**config.mk**
```make
export PLATFORM = sky130hd
export DESIGN_NAME = windowed_moving_average_core
export DESIGN_NICKNAME = d
export VERILOG_FILES = /design/src/wma_pkg.sv /design/src/wma_div.sv /design/src/windowed_moving_average_core.sv
export SDC_FILE = /design/constraint.sdc
export NUM_CORES = 2
export LEC_CHECK = 0
export BUFFER_PORTS_ARGS = -buffer_cell sky130_fd_sc_hd__buf_4
export CAP_MARGIN = 20
export CORE_ASPECT_RATIO = 0.6
export CORE_MARGIN = 8
export CORE_UTILIZATION = 55
export CTS_CLUSTER_DIAMETER = 80
export DETAILED_ROUTE_END_ITERATION = 6
export PLACE_DENSITY = 0.74
export SETUP_SLACK_MARGIN = 0.4
export SYNTH_ARGS = -nofsm -noshare
export SYNTH_HDL_FRONTEND = slang
export SYNTH_SLANG_ARGS = --single-unit
```
**constraint.sdc**
```tcl
create_clock -name clk -period 12.1 [get_ports clk]
set_input_delay 0.605 -clock clk [delete_from_list [all_inputs] [get_ports clk]]
set_output_delay 0.605 -clock clk [all_outputs]
set_load 0.1 [all_outputs]
```
**src/wma_pkg.sv**
```systemverilog
// shared types and constants for the windowed moving average block
// no dependencies; used by wma_div and windowed_moving_average_core
package wma_pkg;

  // width of the window length register and the fill level field
  localparam int LEN_W = 9;

  // pass-through threshold is window length / FillDiv
  localparam int FillDiv = 8;

  typedef enum logic [2:0] {
    ST_IDLE,
    ST_DROP,
    ST_PUSH,
    ST_LOAD,
    ST_DIV,
    ST_DONE
  } state_t;

  typedef struct packed {
    logic busy;
    logic done;
  } div_stat_t;

endpackage

```
**src/wma_div.sv**
```systemverilog
// restoring divider, one quotient bit per cycle, unsigned operands
// depends on wma_pkg for the status struct
module wma_div #(
  parameter int DVD_W = 25,
  parameter int DVS_W = 9
) (
  input  logic                    clk,
  input  logic                    rst_n,
  input  logic                    start,
  input  logic [DVD_W-1:0]        dividend,
  input  logic [DVS_W-1:0]        divisor,
  output logic [DVD_W-1:0]        quotient,
  output wma_pkg::div_stat_t      stat
);

  localparam int CNT_W = $clog2(DVD_W + 1);
  localparam logic [CNT_W-1:0] LAST = CNT_W'(DVD_W - 1);

  logic              busy_r;
  logic              done_r;
  logic [CNT_W-1:0]  cnt_r;
  logic [DVS_W-1:0]  rem_r;
  logic [DVD_W-1:0]  quo_r;

  logic [DVS_W:0]    shifted;
  logic              ge;
  logic [DVS_W:0]    diff;

  always_comb begin
    shifted = {rem_r, quo_r[DVD_W-1]};
    ge      = shifted >= {1'b0, divisor};
    diff    = shifted - {1'b0, divisor};
  end

  always_ff @(posedge clk) begin
    if (!rst_n) begin
      busy_r <= 1'b0;
      done_r <= 1'b0;
      cnt_r  <= '0;
    end else begin
      done_r <= 1'b0;
      if (start) begin
        busy_r <= 1'b1;
        cnt_r  <= '0;
      end else if (busy_r) begin
        if (cnt_r == LAST) begin
          busy_r <= 1'b0;
          done_r <= 1'b1;
        end
        cnt_r <= cnt_r + 1'b1;
      end
    end
  end

  always_ff @(posedge clk) begin
    if (start) begin
      rem_r <= '0;
      quo_r <= dividend;
    end else if (busy_r) begin
      rem_r <= ge ? diff[DVS_W-1:0] : shifted[DVS_W-1:0];
      quo_r <= {quo_r[DVD_W-2:0], ge};
    end
  end

  assign quotient  = quo_r;
  assign stat.busy = busy_r;
  assign stat.done = done_r;

endmodule

```
**src/windowed_moving_average_core.sv**
```systemverilog
// Windowed moving average. Each transaction takes one signed sample, keeps it in a ring
// memory of MAX_WINDOW entries and updates a running sum and fill count; the result is the
// sum divided by the fill count (truncated toward zero), or the raw sample while the count
// is below window_length/8. Once the window is full a sample takes one memory read for
// the dropped sample, one write plus read of the oldest entry, then a one-bit-per-cycle
// divider; while the window is still filling the read for the dropped sample is skipped.
// A finished result waits in the output register while the next sample is accepted;
// in_ready returns in the cycle the result appears, so a new sample is taken only once the
// previous one is through, and later while the previous result still waits for out_ready.
// Writing cfg_wr_data restarts the window empty; 0 acts as 1 and values above MAX_WINDOW
// act as MAX_WINDOW.
// Depends on wma_pkg and wma_div.
module windowed_moving_average_core #(
  parameter int MAX_WINDOW  = 256,
  parameter int SAMPLE_BITS = 16
) (
  input  logic                          clk,
  input  logic                          rst_n,
  input  logic                          in_valid,
  output logic                          in_ready,
  input  logic signed [SAMPLE_BITS-1:0] in_sample,
  output logic                          out_valid,
  input  logic                          out_ready,
  output logic signed [SAMPLE_BITS-1:0] out_result,
  output logic signed [SAMPLE_BITS-1:0] out_oldest_sample,
  output logic [wma_pkg::LEN_W-1:0]     out_fill_level,
  input  logic                          cfg_wr_en,
  input  logic [wma_pkg::LEN_W-1:0]     cfg_wr_data
);

  localparam int IDX_W = $clog2(MAX_WINDOW);
  localparam int CNT_W = $clog2(MAX_WINDOW + 1);
  localparam int SUM_W = SAMPLE_BITS + IDX_W + 1;
  localparam int WL_RST_I = (256 > MAX_WINDOW) ? MAX_WINDOW : 256;
  localparam logic [CNT_W-1:0] WL_RST   = CNT_W'(WL_RST_I);
  localparam logic [IDX_W-1:0] HEAD_TOP = IDX_W'(MAX_WINDOW - 1);

  wma_pkg::state_t state_r, state_nxt;

  logic signed [SAMPLE_BITS-1:0] ring [MAX_WINDOW];
  logic signed [SAMPLE_BITS-1:0] rd_data_r;

  logic [IDX_W-1:0]              head_r;
  logic [CNT_W-1:0]              held_r;
  logic [CNT_W-1:0]              wl_r;
  logic signed [SUM_W-1:0]       sum_r;
  logic signed [SAMPLE_BITS-1:0] samp_r;
  logic                          fwd_r;
  logic                          neg_r;
  logic                          raw_r;
  logic signed [SAMPLE_BITS-1:0] oldest_r;

  logic                          out_valid_r;
  logic signed [SAMPLE_BITS-1:0] out_result_r;
  logic signed [SAMPLE_BITS-1:0] out_oldest_r;
  logic [CNT_W-1:0]              out_fill_r;

  logic                          mem_re;
  logic                          mem_we;
  logic                          div_start;
  logic                          out_load;
  logic [IDX_W-1:0]              rd_addr;
  logic [IDX_W-1:0]              head_inc;
  logic [CNT_W-1:0]              held_inc;
  logic [CNT_W-1:0]              wl_nxt;
  logic [SUM_W-1:0]              sum_abs;
  logic [SUM_W-1:0]              quotient;
  logic [SAMPLE_BITS-1:0]        q_mag;
  wma_pkg::div_stat_t            div_stat;
  logic                          full;

  // ring slot that lies cnt entries behind head
  function automatic logic [IDX_W-1:0] back_idx(input logic [IDX_W-1:0] head,
                                                input logic [CNT_W-1:0] cnt);
    logic [CNT_W:0] h;
    logic [CNT_W:0] c;
    logic [CNT_W:0] d;
    begin
      h = (CNT_W + 1)'(head);
      c = (CNT_W + 1)'(cnt);
      d = (h >= c) ? h - c : h + (CNT_W + 1)'(MAX_WINDOW) - c;
      back_idx = d[IDX_W-1:0];
    end
  endfunction

  always_comb begin
    full     = held_r >= wl_r;
    head_inc = (head_r == HEAD_TOP) ? '0 : head_r + 1'b1;
    held_inc = held_r + 1'b1;
    rd_addr  = (state_r == wma_pkg::ST_PUSH) ? back_idx(head_inc, held_inc)
                                              : back_idx(head_r, held_r);
    sum_abs  = sum_r[SUM_W-1] ? SUM_W'(-sum_r) : SUM_W'(sum_r);
    q_mag    = quotient[SAMPLE_BITS-1:0];
    if (cfg_wr_data == '0) begin
      wl_nxt = CNT_W'(1);
    end else if (32'(cfg_wr_data) > MAX_WINDOW) begin
      wl_nxt = CNT_W'(MAX_WINDOW);
    end else begin
      wl_nxt = CNT_W'(cfg_wr_data);
    end
  end

  // next state
  always_comb begin
    state_nxt = state_r;
    unique case (state_r)
      wma_pkg::ST_IDLE: begin
        if (in_valid) begin
          state_nxt = full ? wma_pkg::ST_DROP : wma_pkg::ST_PUSH;
        end
      end
      wma_pkg::ST_DROP: state_nxt = wma_pkg::ST_PUSH;
      wma_pkg::ST_PUSH: state_nxt = wma_pkg::ST_LOAD;
      wma_pkg::ST_LOAD: state_nxt = wma_pkg::ST_DIV;
      wma_pkg::ST_DIV: begin
        if (div_stat.done) begin
          state_nxt = wma_pkg::ST_DONE;
        end
      end
      wma_pkg::ST_DONE: begin
        if (!out_valid_r || out_ready) begin
          state_nxt = wma_pkg::ST_IDLE;
        end
      end
      default: state_nxt = wma_pkg::ST_IDLE;
    endcase
  end

  // state outputs
  always_comb begin
    in_ready  = 1'b0;
    mem_re    = 1'b0;
    mem_we    = 1'b0;
    div_start = 1'b0;
    out_load  = 1'b0;
    unique case (state_r)
      wma_pkg::ST_IDLE: begin
        in_ready = 1'b1;
        mem_re   = in_valid && full;
      end
      wma_pkg::ST_DROP: ;
      wma_pkg::ST_PUSH: begin
        mem_we = 1'b1;
        mem_re = 1'b1;
      end
      wma_pkg::ST_LOAD: div_start = 1'b1;
      wma_pkg::ST_DIV: ;
      wma_pkg::ST_DONE: out_load = !out_valid_r || out_ready;
      default: ;
    endcase
  end

  always_ff @(posedge clk) begin
    if (!rst_n) begin
      state_r <= wma_pkg::ST_IDLE;
    end else begin
      state_r <= state_nxt;
    end
  end

  // sample ring
  always_ff @(posedge clk) begin
    if (mem_we) begin
      ring[head_r] <= samp_r;
    end
    if (mem_re) begin
      rd_data_r <= ring[rd_addr];
    end
  end

  // window control state
  always_ff @(posedge clk) begin
    if (!rst_n) begin
      head_r <= '0;
      held_r <= '0;
      sum_r  <= '0;
      wl_r   <= WL_RST;
    end else if (cfg_wr_en) begin
      wl_r   <= wl_nxt;
      held_r <= '0;
      sum_r  <= '0;
    end else begin
      priority case (1'b1)
        state_r == wma_pkg::ST_DROP: begin
          sum_r  <= sum_r - SUM_W'(rd_data_r);
          held_r <= held_r - 1'b1;
        end
        state_r == wma_pkg::ST_PUSH: begin
          sum_r  <= sum_r + SUM_W'(samp_r);
          held_r <= held_inc;
          head_r <= head_inc;
        end
        default: ;
      endcase
    end
  end

  // per-transaction payload
  always_ff @(posedge clk) begin
    if (in_valid && in_ready) begin
      samp_r <= in_sample;
    end
    if (state_r == wma_pkg::ST_PUSH) begin
      // a fill count of one reads back the slot being written this cycle
      fwd_r <= held_inc == CNT_W'(1);
    end
    if (state_r == wma_pkg::ST_LOAD) begin
      oldest_r <= fwd_r ? samp_r : rd_data_r;
      neg_r    <= sum_r[SUM_W-1];
      raw_r    <= held_r < (wl_r / wma_pkg::FillDiv);
    end
  end

  wma_div #(
    .DVD_W (SUM_W),
    .DVS_W (CNT_W)
  ) u_div (
    .clk      (clk),
    .rst_n    (rst_n),
    .start    (div_start),
    .dividend (sum_abs),
    .divisor  (held_r),
    .quotient (quotient),
    .stat     (div_stat)
  );

  // output register
  always_ff @(posedge clk) begin
    if (!rst_n) begin
      out_valid_r <= 1'b0;
    end else if (out_load) begin
      out_valid_r <= 1'b1;
    end else if (out_ready) begin
      out_valid_r <= 1'b0;
    end
  end

  always_ff @(posedge clk) begin
    if (out_load) begin
      out_result_r <= raw_r ? samp_r
                            : (neg_r ? SAMPLE_BITS'(-q_mag) : SAMPLE_BITS'(q_mag));
      out_oldest_r <= oldest_r;
      out_fill_r   <= held_r;
    end
  end

  assign out_valid         = out_valid_r;
  assign out_result        = out_result_r;
  assign out_oldest_sample = out_oldest_r;
  assign out_fill_level    = wma_pkg::LEN_W'(out_fill_r);

  a_held_in_window: assert property (@(posedge clk) disable iff (!rst_n)
    held_r <= wl_r)
    else $error("fill count above window length");

  a_window_nonzero: assert property (@(posedge clk) disable iff (!rst_n)
    wl_r != '0)
    else $error("window length is zero");

  a_div_done_state: assert property (@(posedge clk) disable iff (!rst_n)
    div_stat.done |-> state_r == wma_pkg::ST_DIV)
    else $error("divider finished outside the divide state");

  a_accept_leaves_idle: assert property (@(posedge clk) disable iff (!rst_n)
    (in_valid && in_ready && !cfg_wr_en) |=> state_r != wma_pkg::ST_IDLE)
    else $error("accepted transaction did not start");

endmodule
```
### Yosys cells after proc, flatten, opt, wreduce, memory -nomap -nowiden

Memory sizes are Yosys's and may differ from the RTL's. A register that Yosys moved wholly into a read port is not among the register bits.
Cells that the tools add are included.

* flip-flop bits (word level): 172
* memories: 1
* logic and storage cells: 105
* latch bits: 0
* ROM bits: 0
* output and inout port bits: 43
* memory bits (writable): 4096
* input port bits: 30

* multiply operators: 0
* equality and inequality tests: 11
* bitwise operators: 4
* multiplexer cells: 35
* reductions and logical operators: 14
* div/mod/pow operators: 0
* add/sub/neg operators: 15
* shift-type cells: 0
* order comparisons: 6

Memory list
* ring: words 256, width 16, read ports 1, clocked after memory_dff 1, wr ports 1, line windowed_moving_average_core.sv:40 `logic signed [SAMPLE_BITS-1:0] ring [MAX_WINDOW];`

Operators by type and width (count)
* 2-to-1 mux 25 bit: 5
* 2-to-1 mux 16 bit: 3
* 2-to-1 mux 9 bit: 5
* 2-to-1 mux 8 bit: 4
* subtractor 8 bit: 4
* adder 25 x 16 -> 25 bit: 1
* negator 25 bit: 1
* subtractor 25 x 16 -> 25 bit: 1
* adder 8 x 1 -> 8 bit (second input constant): 3
* greater-or-equal comparator 8 x 9 -> 1 bit: 2
* one-hot mux 3 bit (6 select lines): 1
* negator 16 bit: 1
* 2-to-1 mux 1 bit: 12
* greater-or-equal comparator 10 x 9 -> 1 bit: 1
* adder 9 x 1 -> 9 bit (second input constant): 1
* == test 9 x 1 -> 1 bit (second input constant): 1
* greater-or-equal comparator 9 bit: 1
* > comparator 9 bit (second input constant): 1
* logical NOT 9 bit: 1
* less-than comparator 9 x 6 -> 1 bit: 1
* 2-to-1 mux 3 bit: 3
* subtractor 9 x 1 -> 9 bit (second input constant): 1
* subtractor 9 bit: 1
* == test 8 bit (second input constant): 1
* other kinds (18): 29

### Logic depth before layout (Yosys ltp)

* depth in word-level cells: 6
* gate-level depth with buffers: 20
* gate-level depth less buffers: 20

### Cells and area by module

A second synthesis with hierarchy kept.

* cell total of the unflattened synthesis: 8909
* area total of the unflattened synthesis: 170825.1 sq um

Modules (own cells, without submodules)
* windowed_moving_average_core: cells an instance 8720, area an instance 168626.7 sq um, seq. area each 126861.7 sq um, instances 1
* wma_div: cells an instance 189, area an instance 2198.4 sq um, seq. area each 1071.0 sq um, instances 1

### Worst setup path before layout

Ideal clock, no wire load.

* kind: register to register
* start point: register samp_r[3]
* end point: register sum_r[24]
* setup time: 0.116 ns
* data required time: 11.984 ns
* clock period less this slack: 7.046 ns
* arrival: 6.930 ns
* path slack: 5.054 ns
* cell stages (with the launch flop): 21
* buffers on the path: 0
* cell sequence: edfxtp_1 nor2_1 nand3_1 or2_2 nor4_1 nand2_1 or2_2 nor2_1 xor2_1 nand2_1 o21ai_0 ha_1 and4_1 a221o_1 a22oi_1 a211oi_1 nor2_1 a31oi_1 xor2_1 a21oi_1 a31o_2

* word-level cells in the longest chain between the ends: 3

Ends and longest elaborated chain
* start, declared: line windowed_moving_average_core.sv:47 `logic signed [SAMPLE_BITS-1:0] samp_r;`
* start signal, assigned: line windowed_moving_average_core.sv:201 `samp_r <= in_sample;`
* adder 25 x 16 -> 25 bit: line windowed_moving_average_core.sv:189 `sum_r <= sum_r + SUM_W'(samp_r);`
* 2-to-1 mux 25 bit (2 in series): line windowed_moving_average_core.sv:183 `priority case (1'b1)`
* end signal, assigned: line windowed_moving_average_core.sv:185 `sum_r <= sum_r - SUM_W'(rd_data_r);`
* end signal, assigned: line windowed_moving_average_core.sv:189
* end, declared: line windowed_moving_average_core.sv:46 `logic signed [SUM_W-1:0] sum_r;`

No other way between the ends. The select of a mux whose other input is x is not followed.
A chain may end at the register's enable or synchronous reset.

### Final worst setup path

* start point: register state_r[0]
* end point: register rd_data_r[12], read port of ring, data pin

* word-level cells in the longest chain between the ends: 2
* elaborated cells between the ends (all ways): 4
* those cells by class: 1 x eq/ne; 2 x mux; 1 x reduce/logical

Ends and longest elaborated chain
* start, declared: line windowed_moving_average_core.sv:38 `wma_pkg::state_t state_r, state_nxt;`
* start signal, assigned: line windowed_moving_average_core.sv:155 `state_r <= wma_pkg::ST_IDLE;`
* start signal, assigned: line windowed_moving_average_core.sv:157 `state_r <= state_nxt;`
* == test 3 x 2 -> 1 bit / logical NOT 3 bit (equally long branches): line windowed_moving_average_core.sv:90, windowed_moving_average_core.sv:136
* one-hot mux 1 bit (2 select lines) / 2-to-1 mux 8 bit (equally long branches): line windowed_moving_average_core.sv:136, windowed_moving_average_core.sv:90
* end, declared: line windowed_moving_average_core.sv:41 `logic signed [SAMPLE_BITS-1:0] rd_data_r;`

Several ways; a longest one is shown, not always the timed one.

==> impl_metrics.csv <==
group,metric,value,unit
final_layout,final_core_util,0.614,
floorplanning,boundaryPins,73,
yosys,synthCells,9012,
yosys,synth.distinct_cells,82,
setup_path,path_max_fanout,86,
yosys,ys_seq_elements,4284,
clock_network,cts_tree,"built",
setup_path,cp_data_arrival_time,8.83,ns
route,post_drt_via_cell_ratio,6.85,
route,antenna_left,0,
timing,max_slew_margin,-0.0812,
final_layout,drive_gt1_frac,0.206,
yosys,synth.most_common_cell,"edfxtp_1",
yosys,yosysTopAreaCellShare,0.741,
timing,clock_skew,0.0570,ns
setup_path,required,12.73,ns
final_layout,nets,9428,
timing,fmax,0.122,GHz
setup_path,endpoint_kind,"flop",
yosys,synth_edf_count,4213,
global_routing,grt_pass1_wl,651000,um
timing,report.final.slew_viol_count,100,
global_routing,antenna_found_initial,29,
clock_network,clkLatencyLatePin,0.93,ns
global_routing,grt.overflow.total,0,
clock_network,cts_setup_buffers,0,
yosys,yosys_most_used_dff,"edfxtp_1",
final_layout,fillCellCount,20772,
timing,worstMarginPinSlew,1.62,ns
clock_network,cts-root-buf,"clkbuf_16",
floorplanning,core_area,309000,um^2
power_and_ir_drop,p_leak,60.1,nW
setup_path,startpoint_type,"flop",
timing,final-setup-viol-count,0,
clock_network,cts_resized,0,
power_and_ir_drop,power_density,222,nW/um^2
route,vias,94421,
clock_network,cts_hold_buf,20,
placed_design,dp_hpwl,263000,um
route,wire_per_inst,33.2,um
global_routing,grt_max_degree,199,
clock_network,htree_levels,5,
route,firstDrtPassIters,7,
setup_path,path_class,"reg2reg",
floorplanning,fp.dieH,448,um
clock_network,cts_buffer_depth,4,
floorplanning,start_util,0.553,
route,drtIter0Drc,16746,
placed_design,dp_slack,4.27,ns
timing,setup_ws,3.90,ns
timing,final-hold-violation-count,0,
global_routing,grt_pass1_vias,89475,
timing,min_period_over_period,0.678,
placed_design,routabilityCongestion,0.880,
clock_network,cts.sinks,4284,
floorplanning,num_rows,158,
yosys,syn_area,171000,um^2
floorplanning,dieArea,329000,um^2
route,drc,6,
final_layout,areaGrowthSynthToFinish,11.0,%
yosys,synth.top_cells.by_count,"edfxtp_1, mux4_2, nand2_1",
worst_hold_path,hp-class,"in2reg",
yosys,synth-async-reset-ratio,0,
power_and_ir_drop,ir_drop,0.197,mV
global_routing,track_usage,0.271,
yosys,avgSynthCellArea,19.0,um^2
route,routed_wl,457000,um
timing,min_period,8.20,ns
floorplanning,dieWidth,736,um
clock_network,path_clk_slew,0.07,ns
outcome,violations,"DRC, slew limit",
job,max-cap-violations,0,
yosys,synth.net_count,9119,
yosys,synth_top_area_cell,"edfxtp_1",
yosys,seq_area_frac_synth,0.749,
clock_network,cts_made_buffers,359,
timing,rsz0062_at_grt,"false",
outcome,status,"complete, but fails checks",
timing,setup_tns,0,ns
yosys,ys_top_cells_by_area,"edfxtp_1, mux4_2, mux2i_1",
yosys,synth_warnings,0,
placed_design,portBuffers,72,
final timing paths:
kind	startpoint	endpoint	slack (ns)	cells after the start
setup reg to reg	state_r[0]	rd_data_r[12]	3.90	14
hold / removal	cfg_wr_data[5]	wl_r[5]	0.06	4
setup / recovery	state_r[0]	rd_data_r[12]	3.90	14
hold reg to reg	oldest_r[15]	out_oldest_sample[15]	0.43	0
critical path, stage by stage (launching register included):
cell and delay (ns):
dfxtp_1 0.52, or3b_1 0.16, buf_4 0.45, clkinv_4 0.54, mux2i_2 1.02, nand3b_4 0.94
buf_12 0.53, mux4_2 0.60, mux2i_1 0.32, nor3_1 0.09, a21oi_1 0.98, a311oi_1 0.38
o41ai_2 0.84, buf_4 0.25, o41ai_1 0.07
per-layer routing:
| metal | part of all wire | GRT usage |
|---|---|---|
| met4 | 0.028 | 0.0737 |
| met1 | 0.39 | 0.413 |
| met3 | 0.16 | 0.0892 |
| met5 | 0.00028 | 0 |
| met2 | 0.43 | 0.378 |
where the power goes:
| group | total, W | internal [W] | switching, W |
|---|---|---|---|
| registers | 0.0171 | 0.0168 | 0.000208 |
| clock network | 0.0116 | 0.00634 | 0.00531 |
| logic | 0.0134 | 0.00484 | 0.00856 |
| total | 0.0421 | 0.0280 | 0.0141 |
placed cells by master, fill, tap and decap left out, drive strengths merged, types with 24 or more instances in the layout:
master / instances
o221ai: 47
o31ai: 41
a311oi: 50
ha: 73
o22ai: 106
a31oi: 44
inv: 54
o211ai: 65
xnor2: 47
xor2: 52
and3: 107
a221oi: 114
o41ai: 34
a32o: 46
nand3: 280
clkbuf: 447
mux4: 885
nand2b: 24
o21ai: 107
or3: 30
bufinv: 36
buf: 481
dfxtp: 71
nor3: 71
clkinv: 135
nand2: 813
mux2i: 341
a21oi: 163
nor2: 346
edfxtp: 4213
kinds of logic after synthesis:
family,after synthesis,synth area share
flops,4284,0.749
simple gates,1779,0.0461
mux,1244,0.138
compound gates,928,0.0395
buf+inv,601,0.0169
xor+xnor,99,0.00512
fa+ha+maj,77,0.00581
flip-flops by register name, indices dropped and copies added (netlist names):
signal and count:
u_div.done_r 1, raw_r 1, u_div.rem_r 9, out_result 16, oldest_r 16, fwd_r 1, u_div.cnt_r 5, u_div.busy_r 1
wl_r 9, out_valid 1, samp_r 16, out_oldest_sample 16, sum_r 25, neg_r 1, head_r 8, out_fill_level 9
u_div.quotient 25, rd_data_r 16, ring 4096, state_r 3, held_r 9
stage by stage:
| step | cells | total power (W) | hold slack [ns] | area, um^2 |
|---|---|---|---|---|
| 2_1_floorplan | 9012 | 0.0259 | 0.400 | 171000 |
| 3_3_place_gp | 13065 | 0.0302 | 0.404 | 177000 |
| 3_5_place_dp | 13079 | 0.0304 | 0.409 | 178000 |
| 4_1_cts | 13740 | 0.0419 | 0.00239 | 189000 |
| 5_1_grt | 13761 | 0.0433 | 0.0318 | 190000 |
| 6_report | 13776 | 0.0421 | 0.0592 | 190000 |
cell type report:
| cell class | instances | area [um^2] | share of cell area |
|---|---|---|---|
| flip-flops and latches | 4284 | 128000 | 0.675 |
| multi-input cells | 4127 | 40300 | 0.213 |
| clock buffers | 445 | 9430 | 0.0498 |
| well taps | 4160 | 5200 | 0.0275 |
| repair buffers | 503 | 4440 | 0.0234 |
| clock inverters | 196 | 2030 | 0.0107 |
| inverters | 46 | 178 | 0.000937 |
| diodes | 15 | 37.5 | 0.000198 |
Power figures use the tool's default switching activity.
